[src/hdl/rsib_pkg.sv]
// Shared types and constants of the rank and select index builder.
// Used by rsib_accum, rsib_emit and rank_select_index_builder; depends on nothing.
`default_nettype none

package rsib_pkg;

   // Fixed geometry and field widths.
   localparam int WORD_BITS  = 64;
   localparam int SLOT_W     = 27;
   localparam int COUNT_W    = 32;
   localparam int ONES_W     = 33;
   localparam int POP_W      = 7;
   localparam int SUB_W      = 11;
   localparam int SUB_FIELDS = 5;
   localparam int PACK_W     = SUB_FIELDS * SUB_W;

   // Default geometry handed to the top level.
   localparam int DEF_RANK_BLOCK_BITS = 512;
   localparam int DEF_RANK_SUB_BITS   = 128;
   localparam int DEF_SELECT_STRIDE   = 4096;

   // Record positions within the per-word bundle, in output order.
   localparam int NUM_REC   = 7;
   localparam int REC_RANK  = 0;
   localparam int REC_ZSEL  = 1;
   localparam int REC_OSEL  = 2;
   localparam int REC_TRAIL = 3;
   localparam int REC_ZSENT = 4;
   localparam int REC_OSENT = 5;
   localparam int REC_TOTAL = 6;

   // Output record kinds.
   typedef enum logic [1:0] {
      KIND_RANK     = 2'd0,
      KIND_ZERO_SEL = 2'd1,
      KIND_ONE_SEL  = 2'd2,
      KIND_TOTAL    = 2'd3
   } kind_type;

   // All results caused by one word, with a mask of the records present.
   typedef struct packed {
      logic [NUM_REC-1:0] mask;
      logic [SLOT_W-1:0]  blk;
      logic [COUNT_W-1:0] total;
      logic [PACK_W-1:0]  subs;
      logic [SLOT_W-1:0]  zslot;
      logic [SLOT_W-1:0]  oslot;
      logic [SLOT_W-1:0]  znext;
      logic [SLOT_W-1:0]  onext;
      logic [COUNT_W-1:0] sent_value;
   } bundle_type;

endpackage

`default_nettype wire

[src/hdl/rsib_accum.sv]
// Per-word accumulator: popcount, rank block and select sample state, and the
// bundle of records caused by the current word. Depends on rsib_pkg.
`default_nettype none

module rsib_accum #(
   parameter int RANK_BLOCK_BITS = rsib_pkg::DEF_RANK_BLOCK_BITS,
   parameter int RANK_SUB_BITS   = rsib_pkg::DEF_RANK_SUB_BITS,
   parameter int SELECT_STRIDE   = rsib_pkg::DEF_SELECT_STRIDE
) (
   input  wire logic                          clock,
   input  wire logic                          reset,
   input  wire logic                          csr_write,
   input  wire logic [rsib_pkg::COUNT_W-1:0]  csr_total_bits,
   input  wire logic                          take,
   input  wire logic [rsib_pkg::WORD_BITS-1:0] data_word,
   output rsib_pkg::bundle_type               bundle
);

   localparam int WPB   = RANK_BLOCK_BITS / rsib_pkg::WORD_BITS;
   localparam int OFF_W = $clog2(WPB);
   localparam int RES_W = $clog2(SELECT_STRIDE + rsib_pkg::WORD_BITS + 1);
   localparam int SW    = rsib_pkg::SLOT_W;
   localparam logic [OFF_W-1:0] OFF_LAST = OFF_W'(WPB - 1);
   localparam logic [RES_W-1:0] STRIDE   = RES_W'(SELECT_STRIDE);

   // Length-derived values, captured at configuration time.
   logic [SW-1:0] wcount_ff, wcount_in;
   logic          exact_ff, exact_in;

   // Stream position and running counts.
   logic [SW-1:0]                 words_seen_ff;
   logic [OFF_W-1:0]              off_ff, off_in;
   logic [SW-1:0]                 blk_ff, blk_in;
   logic [rsib_pkg::ONES_W-1:0]   ones_ff, ones_in;
   logic [rsib_pkg::SUB_W-1:0]    sub_ff [rsib_pkg::SUB_FIELDS];
   logic [rsib_pkg::SUB_W-1:0]    sub_in [rsib_pkg::SUB_FIELDS];
   logic [RES_W-1:0]              res_ff [2];
   logic [RES_W-1:0]              res_in [2];
   logic [SW-1:0]                 slot_ff [2];
   logic [SW-1:0]                 slot_in [2];

   logic [rsib_pkg::COUNT_W-1:0]  n_eff;
   logic                          active, last, off_end, close, trail;
   logic [rsib_pkg::POP_W-1:0]    pop;
   logic [2:0]                    sub_idx;
   logic [2:0]                    sub_lut [2**OFF_W];
   logic [rsib_pkg::SUB_W-1:0]    prefix [rsib_pkg::SUB_FIELDS];
   logic [rsib_pkg::PACK_W-1:0]   packed_subs;
   logic [rsib_pkg::COUNT_W-1:0]  total_sat;
   logic [rsib_pkg::POP_W-1:0]    sel_add [2];
   logic [RES_W-1:0]              res_sum [2];
   logic [1:0]                    hit;

   // Popcount of one byte.
   function automatic logic [3:0] pop8(input logic [7:0] b);
      logic [3:0] n;
      n = '0;
      for (int k = 0; k < 8; k++) begin
         n = n + 4'(b[k]);
      end
      return n;
   endfunction

   // Sub-block of each word offset within a rank block; offsets past the
   // fifth sub-block land in a sink that is never reported.
   for (genvar g = 0; g < 2**OFF_W; g++) begin : g_sub_lut
      localparam int SUB_RAW = g * rsib_pkg::WORD_BITS / RANK_SUB_BITS;
      assign sub_lut[g] = (SUB_RAW > rsib_pkg::SUB_FIELDS) ?
                          3'(rsib_pkg::SUB_FIELDS) : 3'(SUB_RAW);
   end

   // Word count and exact-fit flag of the new length.
   always_comb begin
      n_eff     = (csr_total_bits == '0) ? rsib_pkg::COUNT_W'(1) : csr_total_bits;
      wcount_in = SW'(n_eff[31:6]) + SW'(|n_eff[5:0]);
      exact_in  = (n_eff[5:0] == 6'd0);
   end

   // Popcount as a sum of byte counts.
   always_comb begin
      pop = '0;
      for (int k = 0; k < 8; k++) begin
         pop = pop + rsib_pkg::POP_W'(pop8(data_word[k*8 +: 8]));
      end
   end

   // Position of this word in the stream.
   always_comb begin
      active  = (words_seen_ff < wcount_ff);
      last    = ((words_seen_ff + SW'(1)) == wcount_ff);
      off_end = (off_ff == OFF_LAST);
      close   = off_end || last;
      trail   = last && exact_ff && off_end;
      off_in  = off_end ? '0 : off_ff + OFF_W'(1);
      blk_in  = blk_ff + SW'(off_end);
      sub_idx = sub_lut[off_ff];
   end

   // Sub-block counts and their packed prefix sums, kept modulo 2048.
   always_comb begin
      for (int j = 0; j < rsib_pkg::SUB_FIELDS; j++) begin
         sub_in[j] = sub_ff[j] +
                     ((sub_idx == 3'(j)) ? rsib_pkg::SUB_W'(pop) : '0);
      end
      prefix[0] = sub_in[0];
      for (int j = 1; j < rsib_pkg::SUB_FIELDS; j++) begin
         prefix[j] = prefix[j-1] + sub_in[j];
      end
      packed_subs = '0;
      for (int j = 0; j < rsib_pkg::SUB_FIELDS; j++) begin
         packed_subs[rsib_pkg::PACK_W-1 - j*rsib_pkg::SUB_W -: rsib_pkg::SUB_W] = prefix[j];
      end
   end

   // Running ones count, saturated to the output width.
   always_comb begin
      ones_in   = ones_ff + rsib_pkg::ONES_W'(pop);
      total_sat = ones_in[rsib_pkg::ONES_W-1] ? '1 : ones_in[rsib_pkg::COUNT_W-1:0];
   end

   // Select sampling: zero bits in lane 0, one bits in lane 1.
   always_comb begin
      sel_add[0] = rsib_pkg::POP_W'(rsib_pkg::WORD_BITS) - pop;
      sel_add[1] = pop;
      for (int b = 0; b < 2; b++) begin
         res_sum[b] = res_ff[b] + RES_W'(sel_add[b]);
         hit[b]     = (res_sum[b] >= STRIDE);
         res_in[b]  = hit[b] ? res_sum[b] - STRIDE : res_sum[b];
         slot_in[b] = hit[b] ? slot_ff[b] + SW'(1) : slot_ff[b];
      end
   end

   // Records caused by this word.
   always_comb begin
      bundle.mask                      = '0;
      bundle.mask[rsib_pkg::REC_RANK]  = active && close;
      bundle.mask[rsib_pkg::REC_ZSEL]  = active && hit[0];
      bundle.mask[rsib_pkg::REC_OSEL]  = active && hit[1];
      bundle.mask[rsib_pkg::REC_TRAIL] = active && trail;
      bundle.mask[rsib_pkg::REC_ZSENT] = active && last;
      bundle.mask[rsib_pkg::REC_OSENT] = active && last;
      bundle.mask[rsib_pkg::REC_TOTAL] = active && last;
      bundle.blk        = blk_ff;
      bundle.total      = total_sat;
      bundle.subs       = packed_subs;
      bundle.zslot      = slot_ff[0];
      bundle.oslot      = slot_ff[1];
      bundle.znext      = slot_in[0];
      bundle.onext      = slot_in[1];
      bundle.sent_value = rsib_pkg::COUNT_W'(blk_ff) + rsib_pkg::COUNT_W'(1) +
                          rsib_pkg::COUNT_W'(trail);
   end

   // State update on every accepted word inside the vector.
   always_ff @(posedge clock) begin
      if (reset) begin
         wcount_ff     <= SW'(1);
         exact_ff      <= 1'b0;
         words_seen_ff <= '0;
         off_ff        <= '0;
         blk_ff        <= '0;
         ones_ff       <= '0;
         for (int j = 0; j < rsib_pkg::SUB_FIELDS; j++) begin
            sub_ff[j] <= '0;
         end
         for (int b = 0; b < 2; b++) begin
            res_ff[b]  <= '0;
            slot_ff[b] <= SW'(1);
         end
      end else begin
         if (csr_write) begin
            wcount_ff <= wcount_in;
            exact_ff  <= exact_in;
         end
         if (take && active) begin
            words_seen_ff <= words_seen_ff + SW'(1);
            off_ff        <= off_in;
            blk_ff        <= blk_in;
            ones_ff       <= ones_in;
            for (int j = 0; j < rsib_pkg::SUB_FIELDS; j++) begin
               sub_ff[j] <= close ? '0 : sub_in[j];
            end
            for (int b = 0; b < 2; b++) begin
               res_ff[b]  <= res_in[b];
               slot_ff[b] <= slot_in[b];
            end
         end
      end
   end

endmodule

`default_nettype wire

[src/hdl/rsib_emit.sv]
// Result register and record sequencer: holds one word's bundle and sends its
// records lowest position first, one per cycle unless stalled. Uses rsib_pkg.
`default_nettype none

module rsib_emit (
   input  wire logic                           clock,
   input  wire logic                           reset,
   input  wire logic                           req_valid,
   output logic                                req_stall,
   output logic                                take,
   input  wire rsib_pkg::bundle_type           bundle,
   output logic                                rsp_valid,
   input  wire logic                           rsp_stall,
   output logic [1:0]                          rsp_record_kind,
   output logic [rsib_pkg::SLOT_W-1:0]         rsp_slot,
   output logic [rsib_pkg::COUNT_W-1:0]        rsp_count_value,
   output logic [rsib_pkg::PACK_W-1:0]         rsp_sub_counts_packed,
   output logic                                rsp_last_of_run
);

   rsib_pkg::bundle_type            bundle_ff;
   logic [rsib_pkg::NUM_REC-1:0]    mask_ff, mask_in;
   logic [rsib_pkg::NUM_REC-1:0]    pick;
   logic [2:0]                      sel;
   logic                            busy, one_left, rsp_fire;
   rsib_pkg::kind_type              kind;

   // Lowest pending record goes out first.
   always_comb begin
      sel = '0;
      for (int k = rsib_pkg::NUM_REC - 1; k >= 0; k--) begin
         if (mask_ff[k]) begin
            sel = 3'(k);
         end
      end
      pick = rsib_pkg::NUM_REC'(1) << sel;
   end

   // Handshake: a new item is taken when the register is empty or empties now.
   always_comb begin
      busy      = |mask_ff;
      one_left  = ((mask_ff & (mask_ff - rsib_pkg::NUM_REC'(1))) == '0);
      rsp_valid = busy;
      rsp_fire  = busy && !rsp_stall;
      req_stall = busy && !(rsp_fire && one_left);
      take      = req_valid && !req_stall;
      mask_in   = take ? bundle.mask : (rsp_fire ? (mask_ff & ~pick) : mask_ff);
   end

   // Payload of the selected record.
   always_comb begin
      kind                  = rsib_pkg::KIND_RANK;
      rsp_slot              = bundle_ff.blk;
      rsp_count_value       = bundle_ff.total;
      rsp_sub_counts_packed = '0;
      case (sel)
         3'(rsib_pkg::REC_RANK): begin
            rsp_sub_counts_packed = bundle_ff.subs;
         end
         3'(rsib_pkg::REC_ZSEL): begin
            kind            = rsib_pkg::KIND_ZERO_SEL;
            rsp_slot        = bundle_ff.zslot;
            rsp_count_value = rsib_pkg::COUNT_W'(bundle_ff.blk);
         end
         3'(rsib_pkg::REC_OSEL): begin
            kind            = rsib_pkg::KIND_ONE_SEL;
            rsp_slot        = bundle_ff.oslot;
            rsp_count_value = rsib_pkg::COUNT_W'(bundle_ff.blk);
         end
         3'(rsib_pkg::REC_TRAIL): begin
            rsp_slot = bundle_ff.blk + rsib_pkg::SLOT_W'(1);
         end
         3'(rsib_pkg::REC_ZSENT): begin
            kind            = rsib_pkg::KIND_ZERO_SEL;
            rsp_slot        = bundle_ff.znext;
            rsp_count_value = bundle_ff.sent_value;
         end
         3'(rsib_pkg::REC_OSENT): begin
            kind            = rsib_pkg::KIND_ONE_SEL;
            rsp_slot        = bundle_ff.onext;
            rsp_count_value = bundle_ff.sent_value;
         end
         3'(rsib_pkg::REC_TOTAL): begin
            kind     = rsib_pkg::KIND_TOTAL;
            rsp_slot = '0;
         end
         default: begin
            kind = rsib_pkg::KIND_RANK;
         end
      endcase
      rsp_record_kind = kind;
      rsp_last_of_run = one_left;
   end

   // Pending mask is control; the bundle payload needs no reset.
   always_ff @(posedge clock) begin
      if (reset) begin
         mask_ff <= '0;
      end else begin
         mask_ff <= mask_in;
      end
   end

   always_ff @(posedge clock) begin
      if (take) begin
         bundle_ff <= bundle;
      end
   end

   // Each delivered record retires exactly one pending record.
   a_retire_one: assert property (@(posedge clock) disable iff (reset)
      (rsp_fire && !take) |=> ($countones(mask_ff) == $countones($past(mask_ff)) - 1))
      else $error("record retire count mismatch");

   // A pending zero sentinel always has the one sentinel and total behind it.
   a_sentinel_order: assert property (@(posedge clock) disable iff (reset)
      mask_ff[rsib_pkg::REC_ZSENT] |->
         (mask_ff[rsib_pkg::REC_OSENT] && mask_ff[rsib_pkg::REC_TOTAL]))
      else $error("sentinel records out of order");

   // A trailing rank entry only comes with the end-of-vector records.
   a_trail_last: assert property (@(posedge clock) disable iff (reset)
      mask_ff[rsib_pkg::REC_TRAIL] |-> mask_ff[rsib_pkg::REC_TOTAL])
      else $error("trailing rank entry without end of vector");

   // After the last record of a word, output is idle unless a new word loaded.
   a_run_end: assert property (@(posedge clock) disable iff (reset)
      (rsp_fire && rsp_last_of_run) |=> (!rsp_valid || $past(take)))
      else $error("records left after last of run");

endmodule

`default_nettype wire

[src/hdl/rank_select_index_builder.sv]
// Top level of the rank and select index builder.
// Instantiates rsib_accum and rsib_emit; uses rsib_pkg.
//
// Usage: 64-bit words of a bit vector enter lowest word first on the req_
// channel (valid/stall). Each word updates the popcount, sub-block counts and
// select sample residues and loads the records it causes into a result
// register. Records leave on the rsp_ channel (valid/stall), one per cycle
// while rsp_stall is low, with rsp_last_of_run marking the final record of a
// word. A word that causes no record produces nothing on rsp_. A word's first
// record is presented in the cycle after the word is accepted. A word is
// accepted every cycle while the result register is empty or sends its last
// record in that cycle. Most words cause no record, so the stream runs at one
// word per cycle except while a word's records are being sent.
// The csr_ channel (valid/ready, always ready) writes total_bits; write it
// only while the block is idle. Words past the end of the vector are taken and
// dropped until reset or until a larger total_bits is written.
// Reset (synchronous, active high) sets total_bits and the sample slots to 1,
// clears the other counts and empties the result register. While rsp_stall is
// high the current record holds and req_stall rises, so no word is lost.
`default_nettype none

module rank_select_index_builder #(
   parameter int RANK_BLOCK_BITS = rsib_pkg::DEF_RANK_BLOCK_BITS,
   parameter int RANK_SUB_BITS   = rsib_pkg::DEF_RANK_SUB_BITS,
   parameter int SELECT_STRIDE   = rsib_pkg::DEF_SELECT_STRIDE
) (
   input  wire logic                            clock,
   input  wire logic                            reset,
   input  wire logic                            csr_valid,
   output logic                                 csr_ready,
   input  wire logic [rsib_pkg::COUNT_W-1:0]    csr_total_bits,
   input  wire logic                            req_valid,
   output logic                                 req_stall,
   input  wire logic [rsib_pkg::WORD_BITS-1:0]  req_data_word,
   output logic                                 rsp_valid,
   input  wire logic                            rsp_stall,
   output logic [1:0]                           rsp_record_kind,
   output logic [rsib_pkg::SLOT_W-1:0]          rsp_slot,
   output logic [rsib_pkg::COUNT_W-1:0]         rsp_count_value,
   output logic [rsib_pkg::PACK_W-1:0]          rsp_sub_counts_packed,
   output logic                                 rsp_last_of_run
);

   rsib_pkg::bundle_type bundle;
   logic                 take;

   // The length register accepts every write, so csr_ready is tied high.
   assign csr_ready = 1'b1;

   rsib_accum #(
      .RANK_BLOCK_BITS (RANK_BLOCK_BITS),
      .RANK_SUB_BITS   (RANK_SUB_BITS),
      .SELECT_STRIDE   (SELECT_STRIDE)
   ) u_accum (
      .clock          (clock),
      .reset          (reset),
      .csr_write      (csr_valid && csr_ready),
      .csr_total_bits (csr_total_bits),
      .take           (take),
      .data_word      (req_data_word),
      .bundle         (bundle)
   );

   rsib_emit u_emit (
      .clock                 (clock),
      .reset                 (reset),
      .req_valid             (req_valid),
      .req_stall             (req_stall),
      .take                  (take),
      .bundle                (bundle),
      .rsp_valid             (rsp_valid),
      .rsp_stall             (rsp_stall),
      .rsp_record_kind       (rsp_record_kind),
      .rsp_slot              (rsp_slot),
      .rsp_count_value       (rsp_count_value),
      .rsp_sub_counts_packed (rsp_sub_counts_packed),
      .rsp_last_of_run       (rsp_last_of_run)
   );

endmodule

`default_nettype wire

[config.mk]
export PLATFORM = sky130hd
export DESIGN_NAME = rank_select_index_builder
export DESIGN_NICKNAME = d
export VERILOG_FILES = /design/src/hdl/rsib_pkg.sv /design/src/hdl/rsib_accum.sv /design/src/hdl/rsib_emit.sv /design/src/hdl/rank_select_index_builder.sv
export SDC_FILE = /design/constraint.sdc
export NUM_CORES = 1
export LEC_CHECK = 0
export BUFFER_PORTS_ARGS = -buffer_cell sky130_fd_sc_hd__buf_4
export CAP_MARGIN = 15
export CORE_AREA = 3 3 300 302
export DETAILED_ROUTE_END_ITERATION = 6
export DIE_AREA = 0 0 303 305
export PLACE_DENSITY = 0.58
export SLEW_MARGIN = 20
export SYNTH_ARGS = -nofsm -noshare
export SYNTH_HDL_FRONTEND = slang
export SYNTH_HIERARCHICAL = 1
export SYNTH_SLANG_ARGS = --single-unit
[constraint.sdc]
create_clock -name clock -period 12 [get_ports clock]
set_clock_uncertainty 0.1 [all_clocks]
set_input_delay 1.2 -clock clock [delete_from_list [all_inputs] [get_ports clock]]
set_output_delay 1.2 -clock clock [all_outputs]
set_load 0.005 [all_outputs]
Word-level counts from Yosys, hierarchy flattened
Memory sizes are Yosys's and may differ from the RTL's.
Index checks and enable logic that the tools add are counted.
{"block": "word_totals", "regBits": 379, "ramBits": 135, "mem_bits_ro": 24, "input_bits": 101, "out_inout_bits": 120, "elab_cells": 210, "n_memories": 4}
{"block": "op_classes", "n_addsub": 88, "n_lt_le_gt_ge": 4, "eq_ne": 12, "shifts": 1, "mux": 45, "bitwise_logic": 13, "reduce_logical": 28}
{"memory": "u_accum.sub_ff", "words": 5, "word_bits": 11, "read_ports": 5, "rd_clocked_by_memory_dff": 0, "write_ports": 5, "line": "rsib_accum.sv:35", "rtl": "logic [rsib_pkg::SUB_W-1:0] sub_ff [rsib_pkg::SUB_FIELDS];"}
{"memory": "u_accum.slot_ff", "words": 2, "word_bits": 27, "read_ports": 2, "rd_clocked_by_memory_dff": 0, "write_ports": 2, "line": "rsib_accum.sv:39", "rtl": "logic [SW-1:0] slot_ff [2];"}
{"memory": "u_accum.res_ff", "words": 2, "word_bits": 13, "read_ports": 2, "rd_clocked_by_memory_dff": 0, "write_ports": 2, "line": "rsib_accum.sv:37", "rtl": "logic [RES_W-1:0] res_ff [2];"}
{"memory": "(no name shown)", "words": 8, "word_bits": 3, "read_ports": 1, "rd_clocked_by_memory_dff": 0, "write_ports": 0, "line": "rsib_accum.sv:96", "rtl": "sub_idx = sub_lut[off_ff];"}
{"operator": "adder 4 x 1 -> 4 bit", "n": 48}
{"operator": "case mux 27 bit (6 select lines)", "n": 1}
{"operator": "2-to-1 mux 11 bit", "n": 10}
{"operator": "adder 27 x 1 -> 27 bit, second input constant", "n": 4}
{"operator": "2-to-1 mux 27 bit", "n": 4}
{"operator": "adder 11 bit", "n": 9}
{"operator": "case mux 32 bit (2 select lines)", "n": 1}
{"operator": "2-to-1 mux 55 bit", "n": 1}
{"operator": "2-to-1 mux 13 bit", "n": 4}
{"operator": "2-to-1 mux 7 bit", "n": 7}
{"operator": "adder 7 x 4 -> 7 bit", "n": 6}
{"operator": "adder 33 x 7 -> 33 bit", "n": 1}
{"operator": "adder 32 x 1 -> 32 bit", "n": 1}
{"operator": "logical NOT 32 bit", "n": 1}
{"operator": "2-to-1 mux 32 bit", "n": 1}
{"operator": "2-to-1 mux 3 bit", "n": 10}
{"operator": "adder 27 x 1 -> 28 bit, second input constant", "n": 1}
{"operator": "adder 26 x 1 -> 27 bit", "n": 1}
{"operator": "adder 27 x 1 -> 27 bit", "n": 1}
{"operator": "equality test 27 bit", "n": 1}
{"operator": "< comparator 27 bit", "n": 1}
{"operator": "adder 13 x 7 -> 13 bit", "n": 2}
{"operator": "greater-or-equal comparator 13 bit, second input constant", "n": 2}
{"operator": "subtractor 13 bit, second input constant", "n": 2}
{"operator": "other kinds (26)", "n": 71}

Depth between registers and ports, before layout
{"block": "depth", "depth_word": 20, "ltp_mapped": 43, "depth_no_buf": 42}

Cells and area by module
The synthesis kept the hierarchy.
{"mod": "rsib_accum", "n_inst": 1, "cells_per_inst": 2265, "area_per_inst_um2": 19937.9, "seq_area_each_um2": 6085.8}
{"mod": "rsib_emit", "n_inst": 1, "cells_per_inst": 680, "area_per_inst_um2": 10616.4, "seq_area_each_um2": 7767.4}
{"mod": "rank_select_index_builder", "n_inst": 1, "cells_per_inst": 2, "area_per_inst_um2": 11.3, "seq_area_each_um2": 0.0}

Worst setup path before layout
Ideal clock, no wire load.
{"block": "synth_timing", "kind": "input to register", "from": "in rsp_stall", "to": "mem u_accum/res_ff[0][0] (netlist name), enable pin", "setup_ns": 0.487, "arrival_ns": 12.009, "required_time_ns": 11.413, "setup_slack_ns": -0.596, "path_stages": 10, "path_buffers": 3, "path_cell_list": "clkbuf_1 -> maj3_1 -> o21ai_1 -> o2bb2ai_2 -> and2_1 -> o2111a_1 -> nand3_1 -> clkbuf_1 -> buf_1 -> nand2_1"}
{"element": "start: declaration", "line": "rank_select_index_builder.sv:36", "rtl": "input wire logic rsp_stall,"}
{"element": "end: declaration", "line": "rsib_accum.sv:37"}

==> run_results.csv <==
group,metric,value,unit
finish,multi_input_area,0.0152,mm²
worst_setup_path,cp_top_family,"adder cells",
hold_path,min_to,"u_emit/bundle_ff[112]",
cts,clkTransAtPathRegs,0.06,ns
detailed_routing,routed_wl,82.6,mm
logic_synthesis,yosys.area.top_type,"edfxtp_1",
timing,slew_headroom,0.282,
finish,syn_to_final_growth,14.7,%
logic_synthesis,ys_seq_elements,503,
floorplan,fp.dieH,305,µm
hold_path,min_path_type,"register to register",
logic_synthesis,synth_warnings,6,
timing,fmax,89.8,MHz
floorplan,die_w,303,µm
timing,rsz0062_at_grt,"no",
worst_setup_path,crit_arrival,11.39,ns
logic_synthesis,ys_async_sr_fraction,0,
global_routing,grt_pass1_vias,21900,
placement,dp_worst_setup_slack,0.210,ns
floorplan,start_util,0.347,
status,status,"finished clean",
worst_setup_path,r2r-start,"u_accum/words_seen_ff[2]",
cts,cts.sinks,503,
finish,fillers,8568,
finish,final_util,0.399,
finish,layout-drive-gt1-share,0.128,
logic_synthesis,syn_area_per_cell,10.4,µm²
logic_synthesis,yosys-top-cells-area,"edfxtp_1, dfxtp_1, ha_1, xnor2_1, fa_1",
worst_setup_path,crit_buf_inv,9,
logic_synthesis,ys_seq_area_frac,0.453,
cts,postCtsHoldBufs,0,
detailed_routing,dr.pass1.iters,7,
run,cap_violations,0,
logic_synthesis,synthFlopType,"edfxtp_1",
worst_setup_path,worstSetupPathType,"primary input to register",
global_routing,grt_max_degree,184,
placement,io_buffers,219,
worst_setup_path,cp-start-kind,"primary input",
timing,slew_viol_final,0,
global_routing,antenna_found_initial,3,
cts,cts_tree,"built",
timing,post-route-min-period,11.14,ns
cts,cts_resized,0,
worst_setup_path,cp_common_cell,"fa_1",
worst_setup_path,cpPeakStageDelay,0.54,ns
timing,period_share,0.928,
timing,finalSetupViolations,0,
detailed_routing,wl_per_cell,19.2,µm
detailed_routing,drc,0,
worst_setup_path,worstSetupPathDepth,41,
floorplan,row_count,109,
logic_synthesis,synth_cell_types,101,
cts,clock_latency,0.62,ns
placement,gp_congestion,0.827,
finish,regArea,0.0139,mm²
worst_setup_path,crit_fanout,6,
cts,cts.root.buffer_cell,"clkbuf_16",
worst_setup_path,reg2reg_depth,16,
hold_path,worstHoldStart,"u_accum/slot_ff[0][53]",
worst_setup_path,slowest_stage,"fa_1",
floorplan,ioPinCount,221,
timing,worst_pin_slew,1.07,ns
timing,setup_tns,0,ns
worst_setup_path,r2r_end,"u_emit/bundle_ff[26]",
timing,hold_violations,0,
hold_path,min_delay_path_depth,0,
logic_synthesis,synth_edf_count,378,
floorplan,dieArea,0.0924,mm²
global_routing,grt_usage,0.175,
global_routing,overflow,0,
worst_setup_path,cp_data_required_time,12.26,ns
floorplan,core,0.0880,mm²
logic_synthesis,synth_top_area_share,0.371,
worst_setup_path,cp-end-kind,"register",
worst_setup_path,r2r_slack,5.16,ns
cts,cts_made_buffers,56,
cts,cts_buffer_depth,3,
logic_synthesis,synthesis.area,0.0306,mm²
cts,postCtsSetupBuffers,0,
logic_synthesis,syn_inst,2947,
finish,nNetsFinal,3389,
detailed_routing,ant_nets,0,
cts,htreeDepth,2,
detailed_routing,avgViaCountPerCell,5.27,
detailed_routing,drt_iter0_markers,1759,
detailed_routing,num_vias,22700,
placement,hpwl,58.9,mm
global_routing,grt_first_pass_wirelength,128,mm
timing,setup_ws,0.864,ns
-- synth_stat cells (41+ instances only) --
| cell type | n |
|---|---|
| a21o_1 | 50 |
| a21oi_1 | 146 |
| and2_1 | 108 |
| buf_4 | 41 |
| clkbuf_1 | 89 |
| dfxtp_1 | 125 |
| edfxtp_1 | 378 |
| fa_1 | 64 |
| ha_1 | 132 |
| inv_1 | 209 |
| nand2_1 | 188 |
| nand3_1 | 94 |
| nand4_1 | 65 |
| nor2_1 | 187 |
| nor3_1 | 43 |
| o21ai_0 | 74 |
| or3_1 | 58 |
| xnor2_1 | 155 |
| xor2_1 | 110 |
-- worst reg2reg max path, cell delays in order (launching register included) --
cell	delay [ns]
dfxtp_1	0.48
and4_1	0.45
nand4_2	0.39
o311a_1	0.45
or4_1	0.50
nor4_1	0.68
nand3_1	0.93
or2_2	0.61
ha_1	0.18
inv_1	0.09
ha_1	0.27
nand2_1	0.13
nor2_1	0.45
nand4_1	0.24
or2_2	0.37
nor3_1	0.20
xor2_1	0.09
-- flip-flops by register name (all words and copies together), names as in the netlist --
signal / count
u_accum/slot_ff: 54
u_accum/off_ff: 3
u_accum/res_ff: 26
u_accum/blk_ff: 27
u_emit/bundle_ff: 254
u_accum/words_seen_ff: 27
u_accum/sub_ff: 44
u_accum/exact_ff: 1
u_emit/mask_ff: 7
u_accum/ones_ff: 33
u_accum/wcount_ff: 27
-- cells by family (layout without fill, tap and decap cells) --
group                      count (synthesis)  in the layout  synth area share
and+or+nand+nor                         1000           1000             0.178
AOI/OAI and AO/OA                        567            567             0.128
DFF                                      503            503             0.453
buffers and inverters                    375            563            0.0536
xor gates and xnor gates                 268            268            0.0780
adders and majority gates                200            200            0.0973
muxes                                     32             32            0.0110
other                                      2              8          0.000246
-- per-layer routing --
metal / wire, µm / up-vias / track usage
met3: 5400 / 111 / 0.0328
met4: 1820 / 4 / 0.0417
met2: 37200 / 617 / 0.276
met1: 38100 / 11000 / 0.247
met5: 21 / - / 0
li1: - / 11000 / -
-- through the flow --
| stage | cells | hold WS (ns) | cell area, µm² |
|---|---|---|---|
| after floorplan | 2952 | 0.306 | 30600 |
| after global placement | 4199 | 0.344 | 33100 |
| after detailed placement | 4199 | 0.352 | 33100 |
| after CTS | 4305 | 0.363 | 35100 |
| after global routing | 4305 | 0.388 | 35100 |
| final | 4306 | 0.363 | 35100 |
-- cell usage in the layout, fill, tap and decap left out, types with 93 or more instances in the layout --
cell type / n
edfxtp_1: 378
buf_4: 247
inv_1: 209
nand2_1: 187
nor2_1: 186
xnor2_1: 154
a21oi_1: 146
ha_1: 132
dfxtp_1: 125
xor2_1: 110
and2_1: 107
nand3_1: 93
-- cell type report --
class,instances,area share
Multi-Input combinational cell,2074,0.432
Sequential cell,503,0.395
Timing Repair Buffer,248,0.0534
Clock buffer,76,0.0450
Tap cell,1165,0.0416
Inverter,209,0.0224
Clock inverter,30,0.0103
Antenna cell,1,0.0000714
-- worst max-delay path by stage --
stage | start | end
after floorplan | req_data_word[35] | u_emit/bundle_ff[161]
after global placement | req_data_word[35] | u_emit/bundle_ff[149]
after detailed placement | req_data_word[35] | u_emit/bundle_ff[161]
after CTS | req_data_word[35] | u_emit/bundle_ff[149]
after global routing | req_data_word[35] | u_emit/bundle_ff[149]
final | req_data_word[35] | u_emit/bundle_ff[149]
Power is left out: the tool's default activity adds up to more than one toggle a clock period on the data nets, which glitch-free logic cannot reach.
